[config.mk]
export PLATFORM = sky130hd
export DESIGN_NAME = text_console_cursor_control
export DESIGN_NICKNAME = d
export VERILOG_FILES = /design/src/hw/rtl/tccc_pkg.sv /design/src/hw/rtl/tccc_front.sv /design/src/hw/rtl/tccc_queue.sv /design/src/hw/rtl/tccc_back.sv /design/src/hw/rtl/text_console_cursor_control.sv
export SDC_FILE = /design/constraint.sdc
export NUM_CORES = 1
export LEC_CHECK = 0
export BUFFER_PORTS_ARGS = -buffer_cell sky130_fd_sc_hd__buf_4
export CORE_AREA = 2 2 139 141
export DETAILED_ROUTE_END_ITERATION = 12
export DIE_AREA = 0 0 141 143
export GPL_ROUTABILITY_DRIVEN = 0
export GPL_TIMING_DRIVEN = 0
export MAX_ROUTING_LAYER = met4
export PLACE_DENSITY_LB_ADDON = 0.3
export SKIP_LAST_GASP = 1
export SYNTH_ARGS = -nofsm -noshare
export SYNTH_HDL_FRONTEND = slang
export SYNTH_SLANG_ARGS = --single-unit
[constraint.sdc]
create_clock -name clk_i -period 6.4 [get_ports clk_i]
set_clock_uncertainty 0.15 [all_clocks]
set_input_delay 0.32 -clock clk_i [delete_from_list [all_inputs] [get_ports clk_i]]
set_output_delay 0.32 -clock clk_i [all_outputs]
set_load 0.02 [all_outputs]
[src/hw/rtl/tccc_pkg.sv]
`timescale 1ns / 1ps
// ----------------------------------------------------------------------------
// tccc_pkg
// Shared types and constants of the text console cursor controller.
// ----------------------------------------------------------------------------
package tccc_pkg;

  // display command codes
  typedef enum logic [2:0] {
    CMD_ERASE  = 3'd0,
    CMD_DRAW   = 3'd1,
    CMD_GLYPH  = 3'd2,
    CMD_SCROLL = 3'd3,
    CMD_CLEAR  = 3'd4
  } cmd_e;

  // control character codes
  localparam logic [7:0] CH_BS  = 8'd8;
  localparam logic [7:0] CH_TAB = 8'd9;
  localparam logic [7:0] CH_LF  = 8'd10;
  localparam logic [7:0] CH_FF  = 8'd12;
  localparam logic [7:0] CH_CR  = 8'd13;

  // tab stop spacing
  localparam logic [8:0] TAB_STEP = 9'd8;

  // configuration register indexes
  localparam logic [1:0] CFG_TEXT_COLUMNS = 2'd0;
  localparam logic [1:0] CFG_TEXT_ROWS    = 2'd1;
  localparam logic [1:0] CFG_HOME_ROW     = 2'd2;

  // reset values: 1280 / 8 columns, 720 / 8 rows
  localparam logic [7:0] TEXT_COLUMNS_RST = 8'(1280 / 8);
  localparam logic [7:0] TEXT_ROWS_RST    = 8'(720 / 8);
  localparam logic [7:0] HOME_ROW_RST     = 8'd1;
  localparam logic [7:0] CURSOR_ROW_RST   = 8'd1;
  localparam logic [7:0] CURSOR_COL_RST   = 8'd0;

  // commands per character and job queue depth
  localparam int JOB_SLOTS   = 4;
  localparam int SLOT_W      = $clog2(JOB_SLOTS);
  localparam int QUEUE_DEPTH = 2;
  localparam int QPTR_W      = $clog2(QUEUE_DEPTH);
  localparam int QCNT_W      = $clog2(QUEUE_DEPTH + 1);

  // one display command
  typedef struct packed {
    cmd_e       command;
    logic [7:0] row;
    logic [7:0] column;
    logic [7:0] glyph;
  } cmd_t;

  // all commands of one character
  typedef struct packed {
    cmd_t [JOB_SLOTS-1:0] cmds;
    logic [SLOT_W-1:0]    last_idx;
  } job_t;

  // screen geometry
  typedef struct packed {
    logic [7:0] text_columns;
    logic [7:0] text_rows;
    logic [7:0] home_row;
  } cfg_t;

  function automatic cmd_t mk_cmd(cmd_e command, logic [7:0] row, logic [7:0] column,
                                  logic [7:0] glyph);
    cmd_t c;
    c.command = command;
    c.row     = row;
    c.column  = column;
    c.glyph   = glyph;
    return c;
  endfunction

endpackage

[src/hw/rtl/tccc_front.sv]
`timescale 1ns / 1ps
// ----------------------------------------------------------------------------
// tccc_front
// Holds geometry and cursor, classifies each character and builds its job.
// ----------------------------------------------------------------------------
module tccc_front import tccc_pkg::*; (
  input  logic       clk_i,
  input  logic       rst_ni,
  input  logic       cfg_we_i,
  input  logic [1:0] cfg_index_i,
  input  logic [7:0] cfg_data_i,
  input  logic       push,
  input  logic       queue_full_i,
  input  logic [7:0] char_code_i,
  output logic       job_we_o,
  output job_t       job_o
);

  cfg_t       cfg_q;
  logic [7:0] cur_row_q, cur_row_d;
  logic [7:0] cur_col_q, cur_col_d;
  logic       has_cmd;
  logic       accept;

  assign accept   = push && !queue_full_i;
  assign job_we_o = accept && has_cmd;

  // decode one character into its command run and the next cursor
  always_comb begin
    logic [7:0] r;
    logic [7:0] c;
    logic [7:0] lastc;
    logic [7:0] lastr;
    logic [8:0] tab_t;
    logic       wrap_c;
    logic       at_bottom;
    r         = cur_row_q;
    c         = cur_col_q;
    lastc     = (cfg_q.text_columns == 8'd0) ? 8'd0 : cfg_q.text_columns - 8'd1;
    lastr     = (cfg_q.text_rows == 8'd0) ? 8'd0 : cfg_q.text_rows - 8'd1;
    tab_t     = {1'b0, c[7:3], 3'b000} + TAB_STEP;
    wrap_c    = (c >= lastc);
    at_bottom = (r >= lastr);
    job_o     = '0;
    has_cmd   = 1'b1;
    cur_row_d = r;
    cur_col_d = c;
    unique case (char_code_i)
      CH_BS: begin
        if (c != 8'd0) begin
          job_o.cmds[0]  = mk_cmd(CMD_ERASE, r, c, 8'd0);
          job_o.cmds[1]  = mk_cmd(CMD_DRAW, r, c - 8'd1, 8'd0);
          job_o.last_idx = 2'd1;
          cur_col_d      = c - 8'd1;
        end else begin
          has_cmd = 1'b0;
        end
      end
      CH_TAB: begin
        job_o.cmds[0] = mk_cmd(CMD_ERASE, r, c, 8'd0);
        if (tab_t < {1'b0, cfg_q.text_columns}) begin
          job_o.cmds[1]  = mk_cmd(CMD_DRAW, r, tab_t[7:0], 8'd0);
          job_o.last_idx = 2'd1;
          cur_col_d      = tab_t[7:0];
        end else if (at_bottom) begin
          job_o.cmds[1]  = mk_cmd(CMD_SCROLL, 8'd0, 8'd0, 8'd0);
          job_o.cmds[2]  = mk_cmd(CMD_DRAW, lastr, 8'd0, 8'd0);
          job_o.last_idx = 2'd2;
          cur_row_d      = lastr;
          cur_col_d      = 8'd0;
        end else begin
          job_o.cmds[1]  = mk_cmd(CMD_DRAW, r + 8'd1, 8'd0, 8'd0);
          job_o.last_idx = 2'd1;
          cur_row_d      = r + 8'd1;
          cur_col_d      = 8'd0;
        end
      end
      CH_LF: begin
        job_o.cmds[0] = mk_cmd(CMD_ERASE, r, c, 8'd0);
        cur_col_d     = 8'd0;
        if (!at_bottom) begin
          job_o.cmds[1]  = mk_cmd(CMD_DRAW, r + 8'd1, 8'd0, 8'd0);
          job_o.last_idx = 2'd1;
          cur_row_d      = r + 8'd1;
        end else begin
          job_o.cmds[1]  = mk_cmd(CMD_SCROLL, 8'd0, 8'd0, 8'd0);
          job_o.cmds[2]  = mk_cmd(CMD_DRAW, lastr, 8'd0, 8'd0);
          job_o.last_idx = 2'd2;
          cur_row_d      = lastr;
        end
      end
      CH_CR: begin
        job_o.cmds[0]  = mk_cmd(CMD_ERASE, r, c, 8'd0);
        job_o.cmds[1]  = mk_cmd(CMD_DRAW, r, 8'd0, 8'd0);
        job_o.last_idx = 2'd1;
        cur_col_d      = 8'd0;
      end
      CH_FF: begin
        job_o.cmds[0]  = mk_cmd(CMD_CLEAR, 8'd0, 8'd0, 8'd0);
        job_o.cmds[1]  = mk_cmd(CMD_DRAW, cfg_q.home_row, 8'd0, 8'd0);
        job_o.last_idx = 2'd1;
        cur_row_d      = cfg_q.home_row;
        cur_col_d      = 8'd0;
      end
      default: begin
        job_o.cmds[0] = mk_cmd(CMD_ERASE, r, c, 8'd0);
        if (wrap_c && at_bottom) begin
          job_o.cmds[1]  = mk_cmd(CMD_SCROLL, 8'd0, 8'd0, 8'd0);
          job_o.cmds[2]  = mk_cmd(CMD_GLYPH, lastr, 8'd0, char_code_i);
          job_o.cmds[3]  = mk_cmd(CMD_DRAW, lastr, 8'd1, 8'd0);
          job_o.last_idx = 2'd3;
          cur_row_d      = lastr;
          cur_col_d      = 8'd1;
        end else if (wrap_c) begin
          job_o.cmds[1]  = mk_cmd(CMD_GLYPH, r + 8'd1, 8'd0, char_code_i);
          job_o.cmds[2]  = mk_cmd(CMD_DRAW, r + 8'd1, 8'd1, 8'd0);
          job_o.last_idx = 2'd2;
          cur_row_d      = r + 8'd1;
          cur_col_d      = 8'd1;
        end else begin
          job_o.cmds[1]  = mk_cmd(CMD_GLYPH, r, c, char_code_i);
          job_o.cmds[2]  = mk_cmd(CMD_DRAW, r, c + 8'd1, 8'd0);
          job_o.last_idx = 2'd2;
          cur_col_d      = c + 8'd1;
        end
      end
    endcase
  end

  // geometry registers
  always_ff @(posedge clk_i or negedge rst_ni) begin
    if (!rst_ni) begin
      cfg_q.text_columns <= TEXT_COLUMNS_RST;
      cfg_q.text_rows    <= TEXT_ROWS_RST;
      cfg_q.home_row     <= HOME_ROW_RST;
    end else if (cfg_we_i) begin
      unique case (cfg_index_i)
        CFG_TEXT_COLUMNS: cfg_q.text_columns <= cfg_data_i;
        CFG_TEXT_ROWS:    cfg_q.text_rows    <= cfg_data_i;
        CFG_HOME_ROW:     cfg_q.home_row     <= cfg_data_i;
        default:          ;
      endcase
    end
  end

  // cursor update on each input transfer
  always_ff @(posedge clk_i or negedge rst_ni) begin
    if (!rst_ni) begin
      cur_row_q <= CURSOR_ROW_RST;
      cur_col_q <= CURSOR_COL_RST;
    end else if (accept) begin
      cur_row_q <= cur_row_d;
      cur_col_q <= cur_col_d;
    end
  end

endmodule

[src/hw/rtl/tccc_queue.sv]
`timescale 1ns / 1ps
// ----------------------------------------------------------------------------
// tccc_queue
// Small job queue between the decoding front and the issuing back.
// ----------------------------------------------------------------------------
module tccc_queue import tccc_pkg::*; (
  input  logic clk_i,
  input  logic rst_ni,
  input  logic wr_en_i,
  input  job_t wr_job_i,
  input  logic rd_en_i,
  output logic full_o,
  output logic empty_o,
  output job_t rd_job_o
);

  job_t              mem_q [QUEUE_DEPTH];
  logic [QPTR_W-1:0] wr_ptr_q, rd_ptr_q;
  logic [QCNT_W-1:0] count_q;
  logic              do_wr, do_rd;

  assign full_o   = (count_q == QCNT_W'(QUEUE_DEPTH));
  assign empty_o  = (count_q == '0);
  assign do_wr    = wr_en_i && !full_o;
  assign do_rd    = rd_en_i && !empty_o;
  assign rd_job_o = mem_q[rd_ptr_q];

  // storage
  always_ff @(posedge clk_i) begin
    if (do_wr) begin
      mem_q[wr_ptr_q] <= wr_job_i;
    end
  end

  // pointers and fill count
  always_ff @(posedge clk_i or negedge rst_ni) begin
    if (!rst_ni) begin
      wr_ptr_q <= '0;
      rd_ptr_q <= '0;
      count_q  <= '0;
    end else begin
      if (do_wr) begin
        wr_ptr_q <= (wr_ptr_q == QPTR_W'(QUEUE_DEPTH - 1)) ? '0 : wr_ptr_q + 1'b1;
      end
      if (do_rd) begin
        rd_ptr_q <= (rd_ptr_q == QPTR_W'(QUEUE_DEPTH - 1)) ? '0 : rd_ptr_q + 1'b1;
      end
      if (do_wr && !do_rd) begin
        count_q <= count_q + 1'b1;
      end else if (do_rd && !do_wr) begin
        count_q <= count_q - 1'b1;
      end
    end
  end

endmodule

[src/hw/rtl/tccc_back.sv]
`timescale 1ns / 1ps
// ----------------------------------------------------------------------------
// tccc_back
// Steps through the commands of the oldest job into the result register.
// ----------------------------------------------------------------------------
module tccc_back import tccc_pkg::*; (
  input  logic       clk_i,
  input  logic       rst_ni,
  input  logic       job_valid_i,
  input  job_t       job_i,
  output logic       job_pop_o,
  input  logic       pop,
  output logic       empty,
  output logic [2:0] command_o,
  output logic [7:0] row_o,
  output logic [7:0] column_o,
  output logic [7:0] glyph_o,
  output logic       last_o
);

  logic              out_valid_q;
  cmd_t              out_q;
  logic              out_last_q;
  logic [SLOT_W-1:0] idx_q;
  logic              load;
  logic              at_last;

  assign load      = job_valid_i && (!out_valid_q || pop);
  assign at_last   = (idx_q == job_i.last_idx);
  assign job_pop_o = load && at_last;

  assign empty     = !out_valid_q;
  assign command_o = out_q.command;
  assign row_o     = out_q.row;
  assign column_o  = out_q.column;
  assign glyph_o   = out_q.glyph;
  assign last_o    = out_last_q;

  // slot counter and result valid
  always_ff @(posedge clk_i or negedge rst_ni) begin
    if (!rst_ni) begin
      out_valid_q <= 1'b0;
      idx_q       <= '0;
    end else if (load) begin
      out_valid_q <= 1'b1;
      idx_q       <= at_last ? '0 : idx_q + 1'b1;
    end else if (pop) begin
      out_valid_q <= 1'b0;
    end
  end

  // result payload
  always_ff @(posedge clk_i) begin
    if (load) begin
      out_q      <= job_i.cmds[idx_q];
      out_last_q <= at_last;
    end
  end

endmodule

[src/hw/rtl/text_console_cursor_control.sv]
`timescale 1ns / 1ps
// ----------------------------------------------------------------------------
// text_console_cursor_control
// Text cursor tracking and display command generation for a character console.
// ----------------------------------------------------------------------------
// Each character pushed in is decoded combinationally into its run of display
// commands (zero to four) and the cursor is updated at once; the run waits in a
// two-entry job queue and the issue stage hands out one command per cycle,
// while the receiver pops, through a result register, the last command of a
// character marked by last. The sustained rate is set by that issue stage:
// two to four commands per character, none for a backspace at column zero.
// A character is taken while the queue has room, so two queued characters,
// one of them in issue, and the result register can be in flight.
module text_console_cursor_control import tccc_pkg::*; (
  input  logic       clk_i,
  input  logic       rst_ni,
  input  logic       cfg_we_i,
  input  logic [1:0] cfg_index_i,
  input  logic [7:0] cfg_data_i,
  input  logic       push,
  output logic       full,
  input  logic [7:0] char_code_i,
  output logic       empty,
  input  logic       pop,
  output logic [2:0] command_o,
  output logic [7:0] row_o,
  output logic [7:0] column_o,
  output logic [7:0] glyph_o,
  output logic       last_o
);

  logic job_we;
  job_t job_wr;
  logic q_full, q_empty, q_pop;
  job_t job_rd;

  assign full = q_full;

  // decode front
  tccc_front u_front (
    .clk_i        (clk_i),
    .rst_ni       (rst_ni),
    .cfg_we_i     (cfg_we_i),
    .cfg_index_i  (cfg_index_i),
    .cfg_data_i   (cfg_data_i),
    .push         (push),
    .queue_full_i (q_full),
    .char_code_i  (char_code_i),
    .job_we_o     (job_we),
    .job_o        (job_wr)
  );

  // job queue
  tccc_queue u_queue (
    .clk_i    (clk_i),
    .rst_ni   (rst_ni),
    .wr_en_i  (job_we),
    .wr_job_i (job_wr),
    .rd_en_i  (q_pop),
    .full_o   (q_full),
    .empty_o  (q_empty),
    .rd_job_o (job_rd)
  );

  // command issue back
  tccc_back u_back (
    .clk_i       (clk_i),
    .rst_ni      (rst_ni),
    .job_valid_i (!q_empty),
    .job_i       (job_rd),
    .job_pop_o   (q_pop),
    .pop         (pop),
    .empty       (empty),
    .command_o   (command_o),
    .row_o       (row_o),
    .column_o    (column_o),
    .glyph_o     (glyph_o),
    .last_o      (last_o)
  );

`ifndef SYNTH
  // every character run ends by drawing the cursor
  a_last_is_draw: assert property (@(posedge clk_i) disable iff (!rst_ni)
    (!empty && last_o) |-> (command_o == CMD_DRAW))
    else $error("final command of a character is not draw cursor");

  // only glyph writes carry a character code
  a_glyph_zero: assert property (@(posedge clk_i) disable iff (!rst_ni)
    (!empty && (command_o != CMD_GLYPH)) |-> (glyph_o == 8'd0))
    else $error("glyph set on a non-glyph command");

  // scroll and clear address no cell
  a_screen_cmd_cell: assert property (@(posedge clk_i) disable iff (!rst_ni)
    (!empty && ((command_o == CMD_SCROLL) || (command_o == CMD_CLEAR)))
      |-> ((row_o == 8'd0) && (column_o == 8'd0)))
    else $error("scroll or clear with nonzero cell");

  // a pending non-final command is followed by another without a gap
  a_run_continues: assert property (@(posedge clk_i) disable iff (!rst_ni)
    (!empty && pop && !last_o) |=> !empty)
    else $error("command run broken inside a character");
`endif

endmodule

==> reports/metrics.csv, run 1 <==
metric,value,unit
outcome,finished clean,
syn avg cell area,12.8,um^2
final antenna-violating net count,0,
PostCTS Resize Cnt,0,
Core Area,0.0186,mm^2
antenna violations before repair,0,
Flop pwr share,39.4,%
layout cells sized above 1,18.4,%
Synth area leaders,"edfxtp_1 (49%), dfrtp_1 (8.6%), mux4_2 (4.8%), ha_1 (3.4%), mux2i_1 (3.1%)",
cells after synthesis,881,
hold_ws,26.3,ps
chip width,141,um
CTS root buffer,clkbuf_16,
Cell Pwr Density,512,mW/mm^2
starting density of the core,60.9,%
Buffers on Ports,52,
fin util,69.7,%
yosys warns,0,
Net Sw Power,2.43,mW
# setup viols final,0,
Die ar.,0.0202,mm^2
Post-CTS Setup Inserts,0,
Setup Crit Path Kind,flop to flop,
row count,50,
DP Wirelength,17200,um
total global routing overflow,0,
clock group share of total power,19.4,%
first-pass GRT wire length,40300,um
Hold Fails Final Rpt,0,
WP data required,6430,ps
final max-slew violation count,0,
leading area contributor after synthesis,edfxtp_1,
unrepaired setup endpoints after global routing,no,
VDD IR max,0.290,mV
Avg Vias per Cell,6.38,
"Distinct cells, synth",71,
crit path time final,4650,ps
f_max,0.215,GHz
Crit Path Max Fanout,7,
largest net degree at the start of global routing,56,
number of global-route vias before repair,7690,
Seq cells post-synth,233,
Post-Syn Nets,935,
Num CTS Buffers,24,
Hold Crit Depth,2,
asr flop ratio synth,20.2,%
CTS H-tree depth,1,
Worst R2R Path Depth,11,
Gate power share,41.2,%
Nets,1028,
initial drt markers,663,
MaxCap Viol Count,0,
final WL,25600,um
clk sinks,233,
cts hold-fix bufs,10,
min-delay worst type,input pin to flop,
Post-Syn Area,0.0113,mm^2
I/O Pins,53,
sw frac,36.6,%
Critical Path Start Type,flop,
Post-synth EDFFs,186,
DRT Pass-1 Iters,5,
Area Growth Syn to Fin,14.4,%
leak pwr,4.85,nW
Slew headroom,5.39,%
n_diodes,0,
wire length per cell,20.9,um
Final period util,72.6,%
Critical Path End Type,flop,
Tightest Pin Transition,1410,ps
"Seq/Total Area, Yosys",59.8,%
Clock transition at path regs,60,ps
CP arrival,4680,ps
deepest clock path buffer count,3,
worst skew pair latency,510,ps
Residual DRC,0,
Yosys top cell area share,49.3,%
internal power,4.20,mW
CTS tree,done,
Die Span Y,143,um
Post-synth top flop,edfxtp_1,
Vias,7826,
Global Route Usage Sum,26.3,%
## routing by layer
metal,wire [um],GRT usage (%),part of all wire (%)
met4,603,7.16,2.4
met1,10700,36.3,42
met3,2250,4.69,8.8
met5,0,-,0
met2,12000,41.2,47
## cells by family (layout without fill, tap and decap cells)
group / Yosys count / in the layout / synth area share [%]
mux: 85 / 85 / 10.5
xor+xnor: 30 / 30 / 2.32
simple gates: 258 / 258 / 11.2
compound gates: 164 / 164 / 9.76
fa+ha+maj: 32 / 32 / 3.51
buf+inv: 79 / 190 / 2.88
flops: 233 / 233 / 59.8
## per-stage QoR
step	setup slack (ps)	total power, mW	setup TNS, ps	cell area [um^2]	std cells
6_report	1750	6.63	0	12900	1226
5_1_grt	1480	6.99	0	12900	1226
4_1_cts	1770	6.62	0	12900	1225
3_5_place_dp	1790	5.32	0	12100	1171
3_3_place_gp	-830	5.21	-64520	12000	1167
2_1_floorplan	1290	4.49	0	11300	881
## worst paths after layout
kind                                          from              endpoint  slack (ps)
worst min-delay path                char_code_i[4]  u_queue.mem_q[0][60]          30
worst max register to register   u_front.cfg_q[16]  u_queue.mem_q[0][73]        1750
worst min register to register  u_queue.count_q[1]    u_queue.count_q[1]         350
worst max-delay path             u_front.cfg_q[16]  u_queue.mem_q[0][73]        1750
max in group asynchronous                   rst_ni  u_front.cur_row_q[3]        5430
min in group asynchronous                   rst_ni  u_front.cur_col_q[2]         240
## power groups by stage
stage	logic, mW	clock network (mW)	registers (mW)
finish	2.73	1.28	2.62
detailed placement	2.68	0	2.64
global placement	2.55	0	2.66
CTS	2.71	1.29	2.61
global route	2.98	1.35	2.66
floorplan	1.76	0	2.73
## final cells by class
type                            instances  area (um^2)
Sequential cell                       233         6770
Clock inverter                          8         43.8
Multi-Input combinational cell        569         4240
Clock buffer                           36          677
Timing Repair Buffer                   67          593
Fill cell                            1260         5630
Tap cell                              234          293
Buffer                                 48          210
Inverter                               31          116
## Yosys cell counts (all sizes together) (5+ instances only)
library cell and n:
nor2 70, xor2 12, nand2 66, nor2b 17
dfstp 8, a21oi 18, and3 5, mux4 24
dfrtp 39, o211ai 12, and2 16, nand3 30
a21o 10, xnor2 18, a32oi 9, nor3 20
a31oi 7, a211oi 7, nand2b 8, mux2 26
inv 31, buf 19, o22ai 20, o21ai 47
ha 31, nor4 6, clkbuf 29, edfxtp 186
o221ai 5, mux2i 35
## worst max-delay path, cell delays in order, from the launching register on
cell	delay, ps
dfrtp_1	410
inv_1	90
ha_1	170
nor3b_1	630
a31oi_1	240
ha_1	320
nand2b_1	130
a2111oi_0	610
o31a_1	330
nor2_1	90
o21ai_0	790
o21ai_0	330
## state kept, by name (all words and copies together), names as in the netlist
name                count
u_back.glyph_o          8
u_back.out_valid_q      1
u_front.cur_row_q       8
u_queue.count_q         2
u_queue.wr_ptr_q        1
u_back.last_o           1
u_back.column_o         8
u_queue.rd_ptr_q        1
u_back.idx_q            2
u_queue.mem_q         158
u_front.cfg_q          24
u_back.row_o            8
u_back.command_o        3
u_front.cur_col_q       8
## layout by cell type (no fill, tap or decap), types with 8 or more instances in the layout
| master | instances |
|---|---|
| buf_2 | 15 |
| mux2_2 | 26 |
| a21o_1 | 10 |
| a21oi_1 | 16 |
| clkbuf_1 | 39 |
| nand2_1 | 63 |
| edfxtp_1 | 186 |
| dlygate4sd3_1 | 10 |
| clkbuf_16 | 25 |
| ha_1 | 31 |
| o22ai_1 | 20 |
| nand2b_1 | 8 |
| dfstp_2 | 8 |
| mux2i_1 | 35 |
| nand3_1 | 30 |
| o211ai_1 | 12 |
| and2_1 | 15 |
| nor2_1 | 68 |
| dfrtp_1 | 39 |
| inv_1 | 30 |
| a32oi_1 | 9 |
| nor2b_1 | 17 |
| buf_4 | 56 |
| nor3_1 | 19 |
| xor2_1 | 12 |
| o21ai_0 | 44 |
| xnor2_1 | 18 |
| mux4_2 | 24 |
Note: power is estimated with default switching activity, not from simulation.
==> run 2, diff against run 1 <==
--- a/config.mk
+++ b/config.mk
@@ -5,10 +5,11 @@
 export SDC_FILE = /design/constraint.sdc
 export NUM_CORES = 1
 export LEC_CHECK = 0
+export ABC_AREA = 1
 export BUFFER_PORTS_ARGS = -buffer_cell sky130_fd_sc_hd__buf_4
-export CORE_AREA = 2 2 139 141
+export CORE_AREA = 2 2 148 150
 export DETAILED_ROUTE_END_ITERATION = 12
-export DIE_AREA = 0 0 141 143
+export DIE_AREA = 0 0 150 152
 export GPL_ROUTABILITY_DRIVEN = 0
 export GPL_TIMING_DRIVEN = 0
 export MAX_ROUTING_LAYER = met4
==> constraint.sdc (replaced) <==
create_clock -name clk_i -period 3.9 [get_ports clk_i]
set_clock_uncertainty 0.15 [all_clocks]
set_input_delay 0.195 -clock clk_i [delete_from_list [all_inputs] [get_ports clk_i]]
set_output_delay 0.195 -clock clk_i [all_outputs]
set_load 0.02 [all_outputs]
==> run 2 against run 1 <==
Effect of this change: register-to-register slack worse by 1500 ps; combinational power up 93%; die area up 13%; critical endpoint is now u_queue.mem_q[1][0]; clock power up 84%; critical path depth up 6; first-iteration DRC count up 27%; sequential power up 71%; via count up 17%; non-clock buffer count up 11; cell area up 4.7%; count of clock-buffer cells in the layout down 7; wire length up 13%.
==> reports/metrics.csv, run 2 <==
metric,value,unit
outcome,finished clean,
chip width,150,um
fin util,63.5,%
unrepaired setup endpoints after global routing,no,
"commonest non-fill, non-tap cell in the layout",nand2_1,
Area Growth Syn to Fin,16.4,%
cell depth of the worst setup path,17,
final max-slew violation count,0,
Final period util,92.8,%
min-delay worst type,input pin to flop,
Setup TNS Final,0,ps
VDD IR max,0.448,mV
Residual DRC,0,
I/O Pins,53,
first-pass GRT wire length,46000,um
CTS H-tree depth,1,
DP Wirelength,20700,um
DRT Pass-1 Iters,6,
Tightest Pin Transition,849,ps
Global Route Usage Sum,26.5,%
slowest cell on the critical path,dfstp_2,
Synth top cells by count,"nand2_1 (232), nor2_1 (204), edfxtp_1 (186)",
asr flop ratio synth,20.2,%
Post-synth top flop,edfxtp_1,
Num CTS Buffers,25,
# setup viols final,0,
crit-path most repeated cell,inv_1,
Crit path max-delay family,simple AND/OR/NAND/NOR gates,
leak pwr,5.82,nW
Die Span Y,152,um
final worst slack,280,ps
Biggest register,u_queue.mem_q,
total global routing overflow,0,
Critical Path Start Type,flop,
row count,54,
Setup Crit Path Kind,flop to flop,
Cell Pwr Density,893,mW/mm^2
final antenna-violating net count,0,
yosys warns,0,
Synth area leaders,"edfxtp_1 (48%), dfrtp_1 (8.4%), nand2_1 (7.5%), nor2_1 (6.6%), o21ai_0 (5.3%)",
Final Total Pwr,12.1,mW
Nets,1395,
number of global-route vias before repair,8886,
crit path cell chain,inv_1 > ha_1 > inv_1 > nor2_1 > nand2_1 > inv_1 > a21oi_1 > inv_1 > ha_1 > a21oi_1 > nand2_1 > nand2_2 > nand2_1 > nand2_2 > buf_4 > nand2_2 > o21a_1,
Post-Syn Area,0.0116,mm^2
Max stage delay on crit path,530,ps
deepest clock path buffer count,3,
largest registers,"u_queue.mem_q (158), u_front.cfg_q (24)",
antenna violations before repair,0,
initial drt markers,841,
n_diodes,0,
final WL,29000,um
Core Area,0.0214,mm^2
Vias,9160,
Hold Crit Depth,3,
max reg flops,158,
highest-count cells in the layout ignoring fill and taps,"nand2_1 (231), nor2_1 (199), edfxtp_1 (186)",
Crit Path Max Fanout,10,
Buffers on Ports,52,
largest net degree at the start of global routing,48,
clk sinks,233,
Clock transition at path regs,60,ps
Worst R2R Path Depth,17,
layout cells sized above 1,12.2,%
Post-synth EDFFs,186,
Seq cells post-synth,233,
wire length per cell,17.7,um
Critical Path End Type,flop,
WP data required,4000,ps
Die ar.,0.0228,mm^2
MaxCap Viol Count,0,
"Seq/Total Area, Yosys",58.2,%
worst skew pair latency,510,ps
Slew headroom,43.3,%
CTS tree,done,
Avg Vias per Cell,5.60,
syn avg cell area,9.43,um^2
Hold Fails Final Rpt,0,
most frequent cell after synthesis,nand2_1,
cells after synthesis,1234,
Yosys top cell area share,48.0,%
f_max,0.276,GHz
leading area contributor after synthesis,edfxtp_1,
CTS root buffer,clkbuf_16,
CP arrival,3720,ps
crit path time final,3620,ps
CP bufs+invs,5,
"Distinct cells, synth",43,
dpl ws,172,ps
Post-Syn Nets,1288,
starting density of the core,54.5,%
Post-CTS Setup Inserts,0,
[run 2: changes by cell type after synthesis, sizes merged, moves of 13 or more]
cell and change:
xnor2 -15, nand2 +172, and2 -16, mux2i -35
mux2 -26, nor2b -17, mux4 -24, nor2 +142
o21ai +79, nor3 -13, inv +104, nand3 +36
[run 2: path summary, 6_finish.rpt]
check | startpoint | endpoint | slack (ps)
min reg2reg | u_front.cfg_q[4] | u_front.cfg_q[4] | 340
max in group asynchronous | rst_ni | u_front.cur_row_q[5] | 3030
min | char_code_i[0] | u_queue.mem_q[0][56] | 40
max | u_front.cfg_q[9] | u_queue.mem_q[1][0] | 280
min in group asynchronous | rst_ni | u_back.idx_q[0] | 120
max reg2reg | u_front.cfg_q[9] | u_queue.mem_q[1][0] | 280
[run 2: tightest hold or removal path, cell delays in order]
cell and delay, ps:
buf_4 110, inv_1 110, nor2_1 150
[run 2: timing repair]
action,in CTS,in global routing
hold buffers,23,0
endpoints found under the hold margin,100,0
gates resized for setup,0,4
endpoints found under the setup margin,0,46
[run 2: logic make-up (layout without fill, tap and decap cells)]
kind of cell	count (synthesis)	count (layout)	synth area share, %
compound gates	216	216	10.5
buf+inv	183	306	6.24
simple gates	550	550	20.2
flops	233	233	58.2
xor+xnor	21	21	1.58
fa+ha+maj	31	31	3.33
[run 2: cell type report]
cell class	count	area [um^2]
Inverter	137	514
Timing Repair Buffer	80	728
Sequential cell	233	6770
Multi-Input combinational cell	818	4170
Buffer	46	213
Clock inverter	14	158
Clock buffer	29	651
Fill cell	1731	7800
Tap cell	280	350
[run 2: per-stage QoR]
stage | hold slack, ps | instance area, um^2 | instances
finish | 35.5 | 13600 | 1637
global placement | 118 | 12400 | 1566
floorplan | -251 | 11700 | 1234
CTS | 4.53 | 13500 | 1636
global route | 20.7 | 13600 | 1637
detailed placement | 125 | 12500 | 1570
[run 2: power by group]
part	internal, mW	switching (mW)
logic	1.66	3.62
clock network	1.40	0.954
registers	4.10	0.380
total	7.16	4.95
[run 2: routing by layer]
layer  GRT usage [%]  up-vias  part of all wire, %
li1                -     4401                    -
met2            43.2      383                   49
met1            34.8     4311                   41
met5               -        -                    0
met3            3.21       65                  6.9
met4            8.58        0                  2.9
==> run 3, diff against run 2 <==
--- a/config.mk
+++ b/config.mk
@@ -7,9 +7,9 @@
 export LEC_CHECK = 0
 export ABC_AREA = 1
 export BUFFER_PORTS_ARGS = -buffer_cell sky130_fd_sc_hd__buf_4
-export CORE_AREA = 2 2 148 150
+export CORE_AREA = 2 2 155 142
 export DETAILED_ROUTE_END_ITERATION = 12
-export DIE_AREA = 0 0 150 152
+export DIE_AREA = 0 0 157 144
 export GPL_ROUTABILITY_DRIVEN = 0
 export GPL_TIMING_DRIVEN = 0
 export MAX_ROUTING_LAYER = met4
@@ -18,3 +18,4 @@
 export SYNTH_ARGS = -nofsm -noshare
 export SYNTH_HDL_FRONTEND = slang
 export SYNTH_SLANG_ARGS = --single-unit
+export TNS_END_PERCENT = 5
==> run 3 against run 2 <==
Effect of this change: clock power up 2%; cell area up 0.46%; critical path depth up 2; largest cell class unchanged.
==> reports/metrics.csv, run 3 (synthesis results as in run 2) <==
metric,value,unit
Tightest Pin Transition,1300,ps
Post-Route M1 WL,12500,um
Core Area,0.0211,mm^2
Area Growth Syn to Fin,17.0,%
starting density of the core,55.1,%
max reg flops,158,
final WL,28600,um
leak pwr,5.84,nW
crit-path most repeated cell,nand2_1,
Avg Vias per Cell,5.52,
fin util,64.5,%
DP Cell Count,1582,
Crit Path Max Fanout,10,
unrepaired setup endpoints after global routing,no,
final max-slew violation count,0,
Slew headroom,13.3,%
Final period util,93.5,%
Die Span Y,144,um
Nets,1398,
DP Area,0.0125,mm^2
crit path cell chain,inv_1 > ha_1 > inv_1 > nor2_1 > nand2_1 > inv_1 > nor2_1 > inv_1 > ha_1 > nand2_1 > nand3_1 > nand2_1 > nand2_1 > nand2_2 > nand2_1 > nand2_2 > buf_4 > nand2_2 > o21a_1,
worst skew pair latency,540,ps
Die ar.,0.0226,mm^2
initial drt markers,849,
WL met2,13500,um
Max Used Layer,met4,
DP Wirelength,20400,um
final worst slack,253,ps
Cell Pwr Density,893,mW/mm^2
total global routing overflow,0,
CTS root buffer,clkbuf_16,
Critical Path End Type,flop,
# setup viols final,0,
n_diodes,0,
Final Total Pwr,12.2,mW
DRT Pass-1 Iters,7,
fin cells,1654,
clk sinks,233,
Global Route Usage Sum,26.7,%
deepest clock path buffer count,3,
filler cell count,1646,
dpl ws,165,ps
Max stage delay on crit path,530,ps
met3 routed WL,1880,um
highest-count cells in the layout ignoring fill and taps,"nand2_1 (231), nor2_1 (201), edfxtp_1 (186)",
Num CTS Buffers,25,
VDD IR max,0.408,mV
CTS tree,done,
Setup Crit Path Kind,flop to flop,
min-delay worst type,input pin to asynchronous set/reset pin,
"commonest non-fill, non-tap cell in the layout",nand2_1,
Vias,9135,
layout cells sized above 1,11.9,%
Buffers on Ports,52,
MaxCap Viol Count,0,
Clock transition at path regs,60,ps
Hold Fails Final Rpt,0,
fin area,0.0136,mm^2
final antenna-violating net count,0,
antenna violations before repair,0,
first-pass GRT wire length,45500,um
Critical Path Start Type,flop,
slowest cell on the critical path,dfstp_2,
largest net degree at the start of global routing,48,
number of global-route vias before repair,8699,
Residual DRC,0,
WP data required,4030,ps
CTS H-tree depth,1,
largest registers,"u_queue.mem_q (158), u_front.cfg_q (24)",
f_max,0.274,GHz
crit path time final,3650,ps
Biggest register,u_queue.mem_q,
I/O Pins,53,
CP arrival,3780,ps
chip width,157,um
wire length per cell,17.3,um
outcome,finished clean,
row count,51,
## run 3: cell count changes in the layout (fill, tap and decap cells not counted), sizes merged
cell | previous run | this run
inv | 137 | 136
clkinvlp | 0 | 1
clkinv | 11 | 9
dlygate4sd3 | 23 | 26
clkbuf | 55 | 60
## run 3: critical path, delay by kind of cell, from the launching register on
family          cells  cell delay [ps]
flops               1              530
fa+ha+maj           2              490
simple gates       11             1430
buf+inv             5              610
compound gates      1              190
## run 3: path summary, 6_finish.rpt
check	cells after the start	startpoint	end	slack [ps]
max	19	u_front.cfg_q[9]	u_queue.mem_q[1][0]	250
min	2	rst_ni	u_front.cfg_q[22]	80
max reg2reg	19	u_front.cfg_q[9]	u_queue.mem_q[1][0]	250
min reg2reg	2	u_front.cfg_q[2]	u_front.cfg_q[2]	350
max in group asynchronous	2	rst_ni	u_front.cur_row_q[5]	3070
min in group clk_i	5	push	u_front.cur_col_q[4]	220
## run 3: layout make-up
type                    instances  area, um^2  share of cell area [%]
plain buffers                  46         213                    1.56
clock buffers                  34         669                    4.92
clock inverters                12         155                    1.14
inverters                     137         514                    3.78
multi-input cells             818        4160                    30.6
flip-flops and latches        233        6770                    49.7
well taps                     291         364                    2.67
repair buffers                 83         766                    5.62
## run 3: routing by layer
metal,track usage [%],up-vias
met4,7.44,0
met5,-,-
li1,-,4400
met1,36.2,4311
met2,42.8,364
met3,3.48,60
## run 3: report_power, final
part | leakage [nW] | internal (mW) | total, mW | switching (mW)
Clock | 0.402 | 1.41 | 2.39 | 0.976
Combinational | 3.10 | 1.66 | 5.29 | 3.63
Sequential | 2.33 | 4.11 | 4.48 | 0.374
Total | 5.84 | 7.18 | 12.2 | 4.98
## run 3: what timing repair did
action,4_1_cts,5_1_grt
setup buffers,0,0
hold buffers,26,0
gates resized for setup,0,2
endpoints found under the setup margin,0,4
hold endpoints to repair,102,0
## run 3: metrics by stage
stage / hold WS (ps) / setup TNS (ps)
after floorplan: -251 / -1510
after global placement: 122 / -103290
after detailed placement: 123 / 0
after CTS: 103 / 0
after global routing: 142 / 0
final: 75.8 / 0
